===== config.mk =====
export PLATFORM = sky130hd
export DESIGN_NAME = mdgfm_fifo
export DESIGN_NICKNAME = d
export VERILOG_FILES = /design/src/mdgfm_pkg.sv /design/src/mdgfm_fifo.sv
export SDC_FILE = /design/constraint.sdc
export NUM_CORES = 1
export LEC_CHECK = 0
export ABC_AREA = 1
export BUFFER_PORTS_ARGS = -buffer_cell sky130_fd_sc_hd__buf_2
export CAP_MARGIN = 25
export CORE_AREA = 8 8 213 215
export CTS_CLUSTER_SIZE = 10
export DETAILED_ROUTE_END_ITERATION = 12
export DIE_AREA = 0 0 221 223
export HOLD_SLACK_MARGIN = 0.03
export PLACE_DENSITY = 0.86
export SETUP_SLACK_MARGIN = 0.4
export SKIP_CTS_REPAIR_TIMING = 1
export SLEW_MARGIN = 20
export SYNTH_ARGS = -nofsm -noshare
export SYNTH_HDL_FRONTEND = slang
export SYNTH_SLANG_ARGS = --single-unit

===== constraint.sdc =====
create_clock -name clk -period 6.7 [get_ports clk]
set_input_delay 1.34 -clock clk [delete_from_list [all_inputs] [get_ports clk]]
set_output_delay 1.34 -clock clk [all_outputs]
set_load 0.01 [all_outputs]

===== src/mdgfm_pkg.sv =====
// ============================================================================
// mdgfm_pkg
// Shared types, constants and the face table for the dual-graph face matcher.
// ============================================================================
package mdgfm_pkg;

  localparam int NODE_W = 32;
  localparam int ELEM_W = 20;
  localparam int COUNT_W = 24;
  localparam int FACE_SLOTS = 20;

  localparam logic [3:0] TYPE_TETRA   = 4'd10;
  localparam logic [3:0] TYPE_HEXA    = 4'd11;
  localparam logic [3:0] TYPE_PRISM   = 4'd13;
  localparam logic [3:0] TYPE_PYRAMID = 4'd14;

  localparam logic [COUNT_W-1:0] COUNT_MAX = {COUNT_W{1'b1}};

  localparam logic [63:0] HASH_M0 = 64'h9E3779B97F4A7C15;
  localparam logic [63:0] HASH_M1 = 64'hC2B2AE3D27D4EB4F;
  localparam logic [63:0] HASH_M2 = 64'h165667B19E3779F9;
  localparam logic [63:0] HASH_M3 = 64'hBF58476D1CE4E5B9;

  typedef struct packed {
    logic [3:0]        kind;
    logic [NODE_W-1:0] node_0;
    logic [NODE_W-1:0] node_1;
    logic [NODE_W-1:0] node_2;
    logic [NODE_W-1:0] node_3;
    logic [NODE_W-1:0] node_4;
    logic [NODE_W-1:0] node_5;
    logic [NODE_W-1:0] node_6;
    logic [NODE_W-1:0] node_7;
  } elem_in_t;

  typedef struct packed {
    logic [ELEM_W-1:0]  first_element;
    logic [ELEM_W-1:0]  second_element;
    logic [COUNT_W-1:0] edge_total;
    logic               table_full;
    logic               last;
  } match_out_t;

  // One classified face: sorted distinct ids, padded with zero.
  typedef struct packed {
    logic [63:0]       lo;
    logic [63:0]       hi;
    logic [2:0]        size;
    logic [ELEM_W-1:0] elem;
    logic              last;
  } face_t;

  // Node selects for each face slot, packed as four 3-bit picks.
  function automatic logic [11:0] face_pick(input logic [4:0] idx);
    logic [11:0] r;
    begin
      case (idx)
        5'd0:  r = {3'd0, 3'd2, 3'd1, 3'd0};
        5'd1:  r = {3'd0, 3'd3, 3'd2, 3'd1};
        5'd2:  r = {3'd0, 3'd0, 3'd3, 3'd2};
        5'd3:  r = {3'd0, 3'd1, 3'd0, 3'd3};
        5'd4:  r = {3'd2, 3'd3, 3'd1, 3'd0};
        5'd5:  r = {3'd3, 3'd7, 3'd5, 3'd1};
        5'd6:  r = {3'd6, 3'd7, 3'd3, 3'd2};
        5'd7:  r = {3'd6, 3'd7, 3'd5, 3'd4};
        5'd8:  r = {3'd4, 3'd6, 3'd2, 3'd0};
        5'd9:  r = {3'd4, 3'd5, 3'd1, 3'd0};
        5'd10: r = {3'd3, 3'd4, 3'd1, 3'd0};
        5'd11: r = {3'd0, 3'd0, 3'd2, 3'd1};
        5'd12: r = {3'd2, 3'd5, 3'd4, 3'd1};
        5'd13: r = {3'd2, 3'd5, 3'd3, 3'd0};
        5'd14: r = {3'd0, 3'd5, 3'd4, 3'd3};
        5'd15: r = {3'd3, 3'd2, 3'd1, 3'd0};
        5'd16: r = {3'd0, 3'd4, 3'd2, 3'd1};
        5'd17: r = {3'd0, 3'd4, 3'd3, 3'd0};
        5'd18: r = {3'd0, 3'd4, 3'd1, 3'd0};
        5'd19: r = {3'd0, 3'd4, 3'd3, 3'd2};
        default: r = '0;
      endcase
      return r;
    end
  endfunction

  function automatic logic face_quad(input logic [4:0] idx);
    begin
      case (idx) inside
        5'd4, 5'd5, 5'd6, 5'd7, 5'd8, 5'd9, 5'd10, 5'd12, 5'd13, 5'd15: return 1'b1;
        default: return 1'b0;
      endcase
    end
  endfunction

endpackage


===== src/mdgfm_fifo.sv =====
// ============================================================================
// mdgfm_fifo
// Short face queue between the classifier and the table engine.
// ============================================================================
module mdgfm_fifo
  import mdgfm_pkg::*;
(
  input  logic  clk,
  input  logic  rst,
  input  logic  push,
  input  face_t wdata,
  output logic  full,
  input  logic  pop,
  output face_t rdata,
  output logic  empty
);

  face_t mem [4];
  logic [1:0] wp, rp;
  logic [2:0] fill;

  assign full = (fill == 3'd4);
  assign empty = (fill == 3'd0);
  assign rdata = mem[rp];

  always_ff @(posedge clk) begin
    if (push) mem[wp] <= wdata;
  end

  always_ff @(posedge clk) begin
    if (rst) begin
      wp <= '0;
      rp <= '0;
      fill <= '0;
    end else begin
      if (push) wp <= wp + 2'd1;
      if (pop) rp <= rp + 2'd1;
      fill <= fill + {2'b0, push} - {2'b0, pop};
    end
  end

endmodule


======== Word level (Yosys, flattened, before mapping) ========
Memory sizes are Yosys's and may differ from the RTL's. A register that Yosys moved wholly into a read port is not among the register bits.
Cells that the tools add are included.
operators by class
  eq/ne operators ......................... 1
  mux-type cells .......................... 4
  $add $sub $neg .......................... 4
  reductions and logical operators ........ 1
operators by type and width
  cell                                                            count
  2-bit by 1-bit adder with 2-bit output (second input constant)  2
  2-bit two-way mux                                               2
  3-bit by 1-bit adder with 3-bit output                          1
  3-bit == test (second input constant)                           1
  3-bit logical NOT                                               1
  3-bit by 1-bit subtractor with 3-bit output                     1
  1-bit two-way mux                                               2
storage, ports and cells
  output and inout port bits .............. 154
  memories ................................ 1
  register bits ........................... 7
  bits in writable memories ............... 608
memories
  name  words  bits a word  read ports  clocked after memory_dff  wr ports  RTL line          text
  mem   4      152          1           1                         1         mdgfm_fifo.sv:18  face_t mem [4];

======== Longest topological paths before layout ========
  depth in word-level cells ............... 3
  mapped depth ............................ 8
  mapped depth without buffers ............ 8

======== Worst setup path after synthesis ========
Ideal clock, no wire load.
  kind .................................... input to register
  start ................................... input push
  end ..................................... memory mem[2][0] (netlist bit), enable pin
  stages .................................. 2
  path slack .............................. 1.898 ns
  path buffers ............................ 0
  arrival time ............................ 4.297 ns
  library setup time ...................... 0.505 ns
  path through ............................ nand2_1 inv_1
between the ends
  cells in the longest elaborated chain, start to end .. 2
RTL lines
  item                                     RTL line          text
  start: declaration                       mdgfm_fifo.sv:10  input logic push,
  1-bit two-way mux                        mdgfm_fifo.sv:27  if (push) mem[wp] <= wdata;
  1-bit two-way mux (not written as such)  mdgfm_fifo.sv:27
  end: declaration                         mdgfm_fifo.sv:18
No other way between the ends.

==> summary.txt <==
Power
  – Seq pwr share: 0.520
  – Clock network power share: 0.387
  – VDD IR max: around 0.26 mV
  – Switch share: 0.2276
  – Psw: between 0.0015 and 0.002 W
  – Total Power: between 0.008 and 0.009 W
  – Cell Int Power: 0.006653 W
  – Lkg Pwr: 11.06 nW
  – Comb power frac: 0.094
  – PwrDens: between 300 and 400 nW/µm²

Detailed routing
  – Drt first pass iters: 5
  – Vias: 14850
  – Vias per cell: 5.503
  – Routed len/inst: roughly 19 µm
  – DRC: 0
  – Post-DRT Antenna Nets: 0
  – Final wirelength: 51970 µm
  – Iteration-0 DRC Markers: 1392

Placed design
  – Buffers on Ports: a little over 300
  – DP HPWL: 29860 µm
  – Post-Place Cell Area: 26730 µm²
  – Pre-CTS WS: 3.177 ns
  – Routability cong.: 0.7641

Synth
  – Most frequent cell after synthesis: edfxtp_1
  – Area contributors post-synth: edfxtp_1 (73%), o211ai_2 (6.5%), inv_1 (4.8%)
  – Ys async rst share: 0
  – Post-Syn Area: between 20000 and 25000 µm²
  – Syn Nets: around 2000
  – Avg Cell Area, Syn: between 10 and 15 µm²
  – Synth Register Bits: between 600 and 700
  – Sequential area share after synthesis: 0.7390
  – Post-synth EDFFs: 608
  – Post-Synthesis Cells: about 1800
  – Post-synth top area share: 0.7318
  – Syn. warnings: 0
  – Netlist cell types: 18
  – Post-synth top cells: edfxtp_1 (608), inv_1 (320), nand2_1 (312)
  – Yosys top cell by area: edfxtp_1
  – Ys flop type: edfxtp_1

Global routing
  – Tot GR Track Use: 0.2037
  – Gr ovfl total: 0
  – First-pass GRT wire length: 79320 µm
  – Vias in the first global route: 14990
  – Initial antenna violation count: 16
  – Largest net degree at the start of global routing: 188

Clock tree
  – CTS Buf Count: between 70 and 80
  – Root Driver: clkbuf_16
  – CTS tree: yes
  – CTS H-Tree Depth: 3
  – Clk Latency, worst-skew pair: about 0.58 ns
  – Sink Count: 617
  – Clk buf depth: 3
  – Clk pin slew, worst setup/hold paths: 0.06 ns

STA
  – Minimum clock period: 4.175 ns
  – Max Freq: 239.5 MHz
  – Setup violators final: 0
  – Final Hold Fails: 0
  – Slew headroom: 0.2987
  – Worst-margin pin slew: 1.052 ns
  – Fin Setup TNS: 0 ns
  – Fin. max-slew vios: 0
  – Setup skew after layout: 0.01087 ns
  – Unrepaired setup endpoints after global routing: no
  – Period utilisation layout: 0.6231
  – Setup ws final: around 2.5 ns

Worst setup path
  – Crit-path max cell delay: 0.86 ns
  – Worst Setup Start Kind: flip-flop
  – Worst EP required: 5.36 ns
  – Worst-path fanout max: roughly 190
  – CP arrival: roughly 2.8 ns
  – Crit path cell chain: buf_12 -> a21oi_1 -> o21ai_0 -> nand2_1 -> buf_2
  – Slowest-stage cell, CP: dfxtp_4
  – Crit. End Element: output port
  – Critical path type: flip-flop to output port

Floorplanning
  – I/O pins: 310
  – Cell row count: 76
  – Chip height: 223 µm
  – Core area: 42320 µm²
  – Die area: slightly below 50000 µm²
  – Initial Util: 0.5896
  – Die W: 221 µm

Final layout
  – Area Overhead vs Synth: 15.04%
  – Fin nets: 2285
  – Post-Layout Inst Area: 28700 µm²
  – Layout cells sized above 1: 0.2494

Status
  – Status: completed

Hold path
  – Hold WC Path Type: flip-flop to flip-flop

Flow run
  – Max-cap viol count: 0
[critical path, delay by kind of cell, from the launching register on]
| kind | cells | cell delay [ns] |
|---|---|---|
| compound gates | 2 | 0.28 |
| simple gates | 1 | 0.11 |
| buf+inv | 2 | 0.78 |
| flops | 1 | 0.86 |
[layout make-up]
type	count	area, µm²
sequential	617	18450
clock inverter	4	37.54
fill	2716	13620
inverter	320	1221
tap	546	683.2
multi-input combinational	791	4654
antenna	12	30.03
timing repair buffer	321	1724
clock buffer	88	1904
[stage by stage]
step / utilization / hold WS [ns] / instances
floorplan: - / 0.4356 / 1830
global placement: 0.6316 / 0.4371 / 2595
detailed placement: 0.6316 / 0.4604 / 2595
CTS: 0.6775 / 0.4765 / 2687
global route: 0.6781 / 0.4931 / 2696
finish: 0.6782 / 0.4876 / 2699
[placed cells by master, fill, tap and decap left out]
cell type and n:
nor2_1 4, buf_12 7, inv_6 6, diode_2 12, edfxtp_1 608, buf_2 309
clkinv_8 1, inv_1 316, ha_1 6, nand3_1 1, fa_1 1, nor3_1 1
clkbuf_1 14, clkbuf_16 74, buf_4 5, clkinv_1 1, o21ai_0 156, o211ai_1 22
o211ai_2 130, a21oi_1 158, dfxtp_4 2, dfxtp_1 7, nand2_1 312
[per-layer routing]
layer | vias to the layer above | share of wire | global-route usage
li1 | 6954 | - | -
met1 | 7216 | 0.38 | 0.2428
met2 | 573 | 0.51 | 0.3485
met3 | 100 | 0.082 | 0.05542
met4 | 10 | 0.025 | 0.08437
met5 | - | 0.0012 | 0
[power groups by stage]
| stage | Combinational [W] | Sequential [W] | Clock [W] |
|---|---|---|---|
| after floorplan | 0.000493 | 0.00455 | 0 |
| after global placement | 0.000769 | 0.00454 | 0 |
| after detailed placement | 0.000804 | 0.00455 | 0 |
| after CTS | 0.000815 | 0.00448 | 0.00339 |
| after global routing | 0.000885 | 0.00448 | 0.00353 |
| final | 0.000808 | 0.00448 | 0.00333 |
[worst paths after layout]
kind              startpoint         end  slack (ns)  cells past startpoint
setup / recovery   flip-flop   rdata[81]        2.53                      5
hold / removal         rp[1]   flip-flop        0.49                      2
hold reg to reg        rp[1]   flip-flop        0.49                      2
setup reg to reg       wp[0]  mem[2][33]        4.04                      5
[cells by family after synthesis]
logic type,share of synthesized area
DFF,0.7390
AOI/OAI and AO/OA,0.1348
buffers and inverters,0.07442
and+or+nand+nor,0.04794
adders and majority gates,0.003811
[registers in the layout, indices dropped and copies added, names as in the netlist, named ones only]
name	cells
wp	2
fill	3
mem	608
rp	2
Note: power is estimated with default switching activity, not from simulation.
