$ cat config.mk
export PLATFORM = sky130hd
export DESIGN_NAME = mdgfm_front
export DESIGN_NICKNAME = d
export VERILOG_FILES = /design/src/mdgfm_pkg.sv /design/src/mdgfm_front.sv
export SDC_FILE = /design/constraint.sdc
export NUM_CORES = 1
export LEC_CHECK = 0
export BUFFER_PORTS_ARGS = -buffer_cell sky130_fd_sc_hd__buf_2
export CAP_MARGIN = 20
export CORE_MARGIN = 10
export CORE_UTILIZATION = 40
export CTS_CLUSTER_DIAMETER = 150
export CTS_CLUSTER_SIZE = 24
export DETAILED_ROUTE_END_ITERATION = 6
export SYNTH_ARGS = -nofsm -noshare
export SYNTH_HDL_FRONTEND = slang
export SYNTH_SLANG_ARGS = --single-unit
$ cat constraint.sdc
create_clock -name clk -period 35.2 [get_ports clk]
set_clock_uncertainty 0.15 [all_clocks]
set_input_delay 1.76 -clock clk [delete_from_list [all_inputs] [get_ports clk]]
set_output_delay 1.76 -clock clk [all_outputs]
set_load 0.01 [all_outputs]
$ cat src/mdgfm_pkg.sv
// ============================================================================
// mdgfm_pkg
// Shared types, constants and the face table for the dual-graph face matcher.
// ============================================================================
package mdgfm_pkg;

  localparam int NODE_W = 32;
  localparam int ELEM_W = 20;
  localparam int COUNT_W = 24;
  localparam int FACE_SLOTS = 20;

  localparam logic [3:0] TYPE_TETRA   = 4'd10;
  localparam logic [3:0] TYPE_HEXA    = 4'd11;
  localparam logic [3:0] TYPE_PRISM   = 4'd13;
  localparam logic [3:0] TYPE_PYRAMID = 4'd14;

  localparam logic [COUNT_W-1:0] COUNT_MAX = {COUNT_W{1'b1}};

  localparam logic [63:0] HASH_M0 = 64'h9E3779B97F4A7C15;
  localparam logic [63:0] HASH_M1 = 64'hC2B2AE3D27D4EB4F;
  localparam logic [63:0] HASH_M2 = 64'h165667B19E3779F9;
  localparam logic [63:0] HASH_M3 = 64'hBF58476D1CE4E5B9;

  typedef struct packed {
    logic [3:0]        kind;
    logic [NODE_W-1:0] node_0;
    logic [NODE_W-1:0] node_1;
    logic [NODE_W-1:0] node_2;
    logic [NODE_W-1:0] node_3;
    logic [NODE_W-1:0] node_4;
    logic [NODE_W-1:0] node_5;
    logic [NODE_W-1:0] node_6;
    logic [NODE_W-1:0] node_7;
  } elem_in_t;

  typedef struct packed {
    logic [ELEM_W-1:0]  first_element;
    logic [ELEM_W-1:0]  second_element;
    logic [COUNT_W-1:0] edge_total;
    logic               table_full;
    logic               last;
  } match_out_t;

  // One classified face: sorted distinct ids, padded with zero.
  typedef struct packed {
    logic [63:0]       lo;
    logic [63:0]       hi;
    logic [2:0]        size;
    logic [ELEM_W-1:0] elem;
    logic              last;
  } face_t;

  // Node selects for each face slot, packed as four 3-bit picks.
  function automatic logic [11:0] face_pick(input logic [4:0] idx);
    logic [11:0] r;
    begin
      case (idx)
        5'd0:  r = {3'd0, 3'd2, 3'd1, 3'd0};
        5'd1:  r = {3'd0, 3'd3, 3'd2, 3'd1};
        5'd2:  r = {3'd0, 3'd0, 3'd3, 3'd2};
        5'd3:  r = {3'd0, 3'd1, 3'd0, 3'd3};
        5'd4:  r = {3'd2, 3'd3, 3'd1, 3'd0};
        5'd5:  r = {3'd3, 3'd7, 3'd5, 3'd1};
        5'd6:  r = {3'd6, 3'd7, 3'd3, 3'd2};
        5'd7:  r = {3'd6, 3'd7, 3'd5, 3'd4};
        5'd8:  r = {3'd4, 3'd6, 3'd2, 3'd0};
        5'd9:  r = {3'd4, 3'd5, 3'd1, 3'd0};
        5'd10: r = {3'd3, 3'd4, 3'd1, 3'd0};
        5'd11: r = {3'd0, 3'd0, 3'd2, 3'd1};
        5'd12: r = {3'd2, 3'd5, 3'd4, 3'd1};
        5'd13: r = {3'd2, 3'd5, 3'd3, 3'd0};
        5'd14: r = {3'd0, 3'd5, 3'd4, 3'd3};
        5'd15: r = {3'd3, 3'd2, 3'd1, 3'd0};
        5'd16: r = {3'd0, 3'd4, 3'd2, 3'd1};
        5'd17: r = {3'd0, 3'd4, 3'd3, 3'd0};
        5'd18: r = {3'd0, 3'd4, 3'd1, 3'd0};
        5'd19: r = {3'd0, 3'd4, 3'd3, 3'd2};
        default: r = '0;
      endcase
      return r;
    end
  endfunction

  function automatic logic face_quad(input logic [4:0] idx);
    begin
      case (idx) inside
        5'd4, 5'd5, 5'd6, 5'd7, 5'd8, 5'd9, 5'd10, 5'd12, 5'd13, 5'd15: return 1'b1;
        default: return 1'b0;
      endcase
    end
  endfunction

endpackage

$ cat src/mdgfm_front.sv
// ============================================================================
// mdgfm_front
// Accepts elements, walks their faces one a cycle unless the queue is full,
// sorts and de-duplicates each face key and pushes it to the face queue.
// ============================================================================
module mdgfm_front
  import mdgfm_pkg::*;
#(
  parameter int NODE_ID_BITS = 32,
  parameter int ELEMENT_INDEX_BITS = 20
) (
  input  logic     clk,
  input  logic     rst,
  input  logic     start,
  input  elem_in_t elem,
  output logic     busy,
  output logic     push,
  output face_t    face,
  input  logic     full
);

  typedef enum logic [1:0] {
    S_IDLE = 2'b01,
    S_WALK = 2'b10
  } fstate_t;

  fstate_t state;
  elem_in_t held;
  logic [4:0] idx;
  logic [4:0] stop;
  logic [ELEMENT_INDEX_BITS-1:0] counter;
  logic [ELEMENT_INDEX_BITS-1:0] cur;

  logic [NODE_W-1:0] nodes [8];
  logic [NODE_W-1:0] v [4];
  logic [NODE_W-1:0] k [4];
  logic [11:0] pick;
  logic [2:0] len;
  logic [NODE_W-1:0] nmask;
  logic [4:0] start_idx;
  logic [4:0] cnt;
  logic [2:0] sz;
  logic dup;
  logic [NODE_W-1:0] tmp;

  assign nmask = (NODE_ID_BITS >= 32) ? '1 : NODE_W'((64'd1 << NODE_ID_BITS) - 64'd1);

  always_comb begin
    unique case (elem.kind)
      TYPE_TETRA:   begin start_idx = 5'd0;  cnt = 5'd4; end
      TYPE_HEXA:    begin start_idx = 5'd4;  cnt = 5'd6; end
      TYPE_PRISM:   begin start_idx = 5'd10; cnt = 5'd5; end
      TYPE_PYRAMID: begin start_idx = 5'd15; cnt = 5'd5; end
      default:      begin start_idx = 5'd0;  cnt = 5'd0; end
    endcase
  end

  assign busy = (state != S_IDLE);

  // Build the sorted distinct key by insertion over up to four ids.
  always_comb begin
    nodes[0] = held.node_0; nodes[1] = held.node_1;
    nodes[2] = held.node_2; nodes[3] = held.node_3;
    nodes[4] = held.node_4; nodes[5] = held.node_5;
    nodes[6] = held.node_6; nodes[7] = held.node_7;
    pick = face_pick(idx);
    len = face_quad(idx) ? 3'd4 : 3'd3;
    dup = 1'b0;
    tmp = '0;
    for (int i = 0; i < 4; i++) begin
      v[i] = nodes[pick[3*i +: 3]] & nmask;
      k[i] = '0;
    end
    sz = 3'd0;
    for (int i = 0; i < 4; i++) begin
      if (3'(i) < len) begin
        dup = 1'b0;
        for (int j = 0; j < 4; j++) begin
          if (3'(j) < sz && k[j] == v[i]) dup = 1'b1;
        end
        if (!dup) begin
          tmp = v[i];
          for (int j = 0; j < 4; j++) begin
            if (3'(j) < sz && k[j] > tmp) begin
              {k[j], tmp} = {tmp, k[j]};
            end
          end
          k[sz[1:0]] = tmp;
          sz = sz + 3'd1;
        end
      end
    end
    face.lo = {k[1], k[0]};
    face.hi = {k[3], k[2]};
    face.size = sz;
    face.elem = ELEM_W'(cur);
    face.last = (idx + 5'd1 == stop);
  end

  assign push = (state == S_WALK) && !full;

  always_ff @(posedge clk) begin
    if (rst) begin
      state <= S_IDLE;
      counter <= '0;
    end else begin
      unique case (state)
        S_IDLE: begin
          if (start) begin
            held <= elem;
            idx <= start_idx;
            stop <= start_idx + cnt;
            cur <= counter;
            counter <= counter + 1'b1;
            if (cnt != 5'd0) state <= S_WALK;
          end
        end
        S_WALK: begin
          if (!full) begin
            idx <= idx + 5'd1;
            if (idx + 5'd1 == stop) state <= S_IDLE;
          end
        end
        default: state <= S_IDLE;
      endcase
    end
  end

endmodule

Word level (Yosys, flattened, before mapping)
Memories as Yosys holds them, arrays and structs flattened. A register that Yosys moved wholly into a read port is not among the register bits. Index checks and enable logic that the tools add are counted.

Register bits after elaboration: 308. Bits in latches: 0. RAM bits: 0. Memory bits (read-only): 384. Input port bits: 264. Memories kept: 1.

Memory list: (no name shown) (depth 32, width 12, read ports 1, clocked after Yosys merged registers in 1, write ports 0, RTL line mdgfm_pkg.sv:57) `case (idx)`.

Add/sub/neg operators: 6. $mul: 0. Div/mod/pow operators: 0. Magnitude comparators: 38. Equality and inequality tests: 31. Shift operators: 0. Multiplexer cells: 135. Bitwise gates (word level): 8. Reduce and logical (&&, ||, !) cells: 38.

Operators with widths (number): $mux 32 (84); $mux 128 (6); $bmux 32 s3 (4); $bwmux 128 (3); $eq 32x32->1 (9); $gt 32x32->1 (9); $demux 32 s2 (3); $gt 1x32->1 const A (3); $logic_not 32->1 (1); $eq 5x4->1 const B (6); $logic_and 1x1->1 (28); $lt 1x3->1 const A (8); $lt 2x3->1 const A (8); $mux 3 (7); $add 20x1->20 const B (1); $eq 5x3->1 const B (4); $mux 1 (17); $eq 4x4->1 const B (4); $ge 4x4->1 const B (4); $not 3->4 (4); $mux 5 (3); $pmux 4 s3 (1); $pmux 5 s2 (1); $reduce_or 10->1 (1); 22 further kinds (37).

Logic depth before layout (Yosys ltp)
Depth in word-level cells: 87. Gate-level depth with buffers: 87. Gate-level depth less buffers: 69.

Least setup slack after synthesis
Ideal clock, no wire load.

Kind: register -> output. Start: register pick[3] (netlist name). End: output face[139] (netlist name). Arrival: 15.805 ns. Slack: 17.485 ns. Stages on the path, launching flop included: 81. Path buffers: 22. Path through: dfxtp_1 buf_2 buf_4 buf_2 buf_4 mux4_2 mux2i_1 ha_1 nand4_1 a2111o_1 clkbuf_1 a311o_1 nand2_1 buf_2 clkbuf_1 clkbuf_1 buf_1 nor2_1 (+45 left out) ha_1 a21oi_1 nor2b_1 o21ai_0 nand2b_1 a21oi_1 nor2b_1 o21ai_0 nand2b_1 a21oi_1 o21ai_0 a21oi_1 or2_2 clkbuf_1 clkbuf_1 clkbuf_1 a311oi_1 a211oi_1.

RTL lines: to (decl) (RTL line mdgfm_front.sv:18) `output face_t face,`.

==> results_dict.tcl <==
set metrics [dict create \
    finalSetupTns_ns 0 \
    worstPathArrival_ns 21.93 \
    final_nets 3867 \
    cpPeakStageDelay_ns 1.13 \
    wl_per_cell_um 33.0 \
    grt_pass1_vias 29100 \
    dieArea_um2 90000 \
    final_common_cell "buf_2" \
    syn_avg_cell_area_um2 10.4 \
    drt_iter0_markers 3739 \
    yosysSeqAreaShare_pct 29.5 \
    cts_made_buffers 17 \
    clk_pin_slew_ns 0.09 \
    synthCells 3022 \
    synth-seq-cells 320 \
    drv_slew 0 \
    cpMaxStageDelayCell "o21ai_0" \
    syn_area_um2 31400 \
    grt_overflow_total 0 \
    grt_setup_unrepaired "false" \
    vias 29500 \
    end_kind "output port" \
    violations "design-rule violations" \
    final_layout_size_suffix_gt1_share_pct 29.4 \
    status "finished with violations" \
    cts_setup_buffers 0 \
    die_h_um 300 \
    gp_congestion 1.07 \
    die_w_um 300 \
    dp_slack_ns 12.88 \
    yosysUniqueCellTypes 102 \
    ant_nets 0 \
    drc 1 \
    fmax_mhz 41.9 \
    fp-row-count 102 \
    cts_sinks 320 \
    final_cell_mix "buf_2, edfxtp_1, mux4_2" \
    worst_pin_slew_ns 1.23 \
    clockRootBuffer "clkbuf_16" \
    drt_wl_total_um 147000 \
    htree_levels 1 \
    antenna_found_initial 13 \
    start_util_pct 40.4 \
    io_pins 418 \
    grt_max_degree 164 \
    async_reset_ff_share_pct 0 \
    place.port_buffers 417 \
    cp-start-kind "flip-flop" \
    placed_cell_area_um2 34900 \
    min_period_over_period_pct 67.7 \
    relSlewSlack_pct 16.8 \
    setup_slack_ns 11.36 \
    grt_use_total_pct 31.3 \
    postLayoutCellArea_um2 35400 \
    clock_latency_ns 0.53 \
    via_per_inst 6.64 \
    syn_nets 3494 \
    first_pass_iters 7 \
    period_minus_slack_ns 23.84 \
    cts_buffer_depth 3 \
    yosysWarnings 0 \
    tritoncts "done" \
    syn_to_final_growth_pct 12.9 \
    critPathKind "reg -> out" \
    ctsResizeCount 0 \
    cp.required_ns 33.29 \
    ff2ff_setup_slack_ns 31.78 \
    max-cap-violations 0 \
    synth_edf_count 286 \
    hold_class "reg -> reg" \
    crit_top_cell "buf_4" \
    critPathMaxFanout 72 \
    setup-violations-final 0 \
    finish.utilization_pct 45.6 \
    cts_hold_buf 0 \
    grt_pass1_wl_um 209000 \
    core_um2 77600 \
    hold_viol 0 \
    synth_ff_type "edfxtp_1" \
    dp_hpwl_um 116000 \
]
==> synth_stat cells, drive strengths merged, types with 14 or more instances <==
master,instances,area (um^2)
o22ai,28,175
nor2b,28,175
a22oi,14,105
a221oi,37,505
clkbuf,88,330
nor3,55,285
o21a,21,158
a31oi,30,203
nand4,54,344
xnor2,32,280
mux2,80,901
a21o,53,398
and2,17,106
and3,18,113
edfxtp,286,8590
or3,18,113
buf,114,648
o21ai,197,997
inv,164,616
ha,207,2590
nor4,39,284
mux4,254,5720
nand3,54,270
a211oi,43,353
nand2b,29,181
dfxtp,34,681
nor2,199,757
nand2,238,908
a21oi,204,1020
xor2,31,272
o2111ai,14,123
a41oi,21,191
mux2i,129,1320
o211ai,29,218
==> cell families (layout without fill, tap and decap cells) <==
kind of cell,count (synthesis),count (layout),share of synthesized area (%)
multiplexers,463,463,25.3
AND/OR/NAND/NOR,792,792,12.4
buffers and inverters,369,746,5.12
other,0,1,0
adder cells (fa/ha/maj),208,208,8.32
XOR/XNOR,63,63,1.76
flip-flops,320,320,29.5
AO/OA/AOI/OAI,807,807,17.5
==> per-stage QoR <==
stage	hold WS [ns]	instances
2_1_floorplan	0.278	3022
3_3_place_gp	0.306	4414
3_5_place_dp	0.301	4414
4_1_cts	0.325	4437
5_1_grt	0.354	4440
6_report	0.316	4440
==> area by class of cell <==
cell class              instances  area, um^2
fillers                      7492       42200
diodes                          1        2.50
multi-input cells            2333       20600
flip-flops and latches        320        9300
inverters                     167         627
clock inverters                 1        16.3
repair buffers                556        3160
well taps                    1040        1300
clock buffers                  22         444
==> path summary, 6_finish.rpt <==
kind,endpoint,startpoint,cells past startpoint
worst max-delay path,face[36],pick[0]$_DFF_P_,70
worst min-delay path,cur[19]$_DFFE_PP_,counter[19]$_SDFFE_PP0P_,0
worst max register to register,pick[0]$_DFF_P_,state[0]$_SDFFE_PP1P_,10
worst min register to register,cur[19]$_DFFE_PP_,counter[19]$_SDFFE_PP0P_,0
==> critical path, delay by kind of cell (launching register included) <==
kind / cells / cell delay [ns]
simple gates: 27 / 7.05
compound gates: 19 / 5.05
buf+inv: 13 / 4.20
mux: 5 / 2.23
fa+ha+maj: 5 / 1.83
flops: 1 / 0.66
xor+xnor: 1 / 0.15
==> layer usage <==
| layer | GRT usage [%] | part of all wire (%) |
|---|---|---|
| met1 | 39.6 | 38 |
| met5 | 0 | 0.12 |
| met3 | 7.18 | 10 |
| met2 | 48.7 | 44 |
| met4 | 17.8 | 6.8 |
==> flip-flops by register name (all words and copies together), names as in the netlist <==
signal / cells
stop: 5
counter: 20
idx: 5
state: 2
pick: 12
held: 256
cur: 20
Power is left out: the tool's default activity adds up to more than one toggle a clock period on the data nets, which glitch-free logic cannot reach.
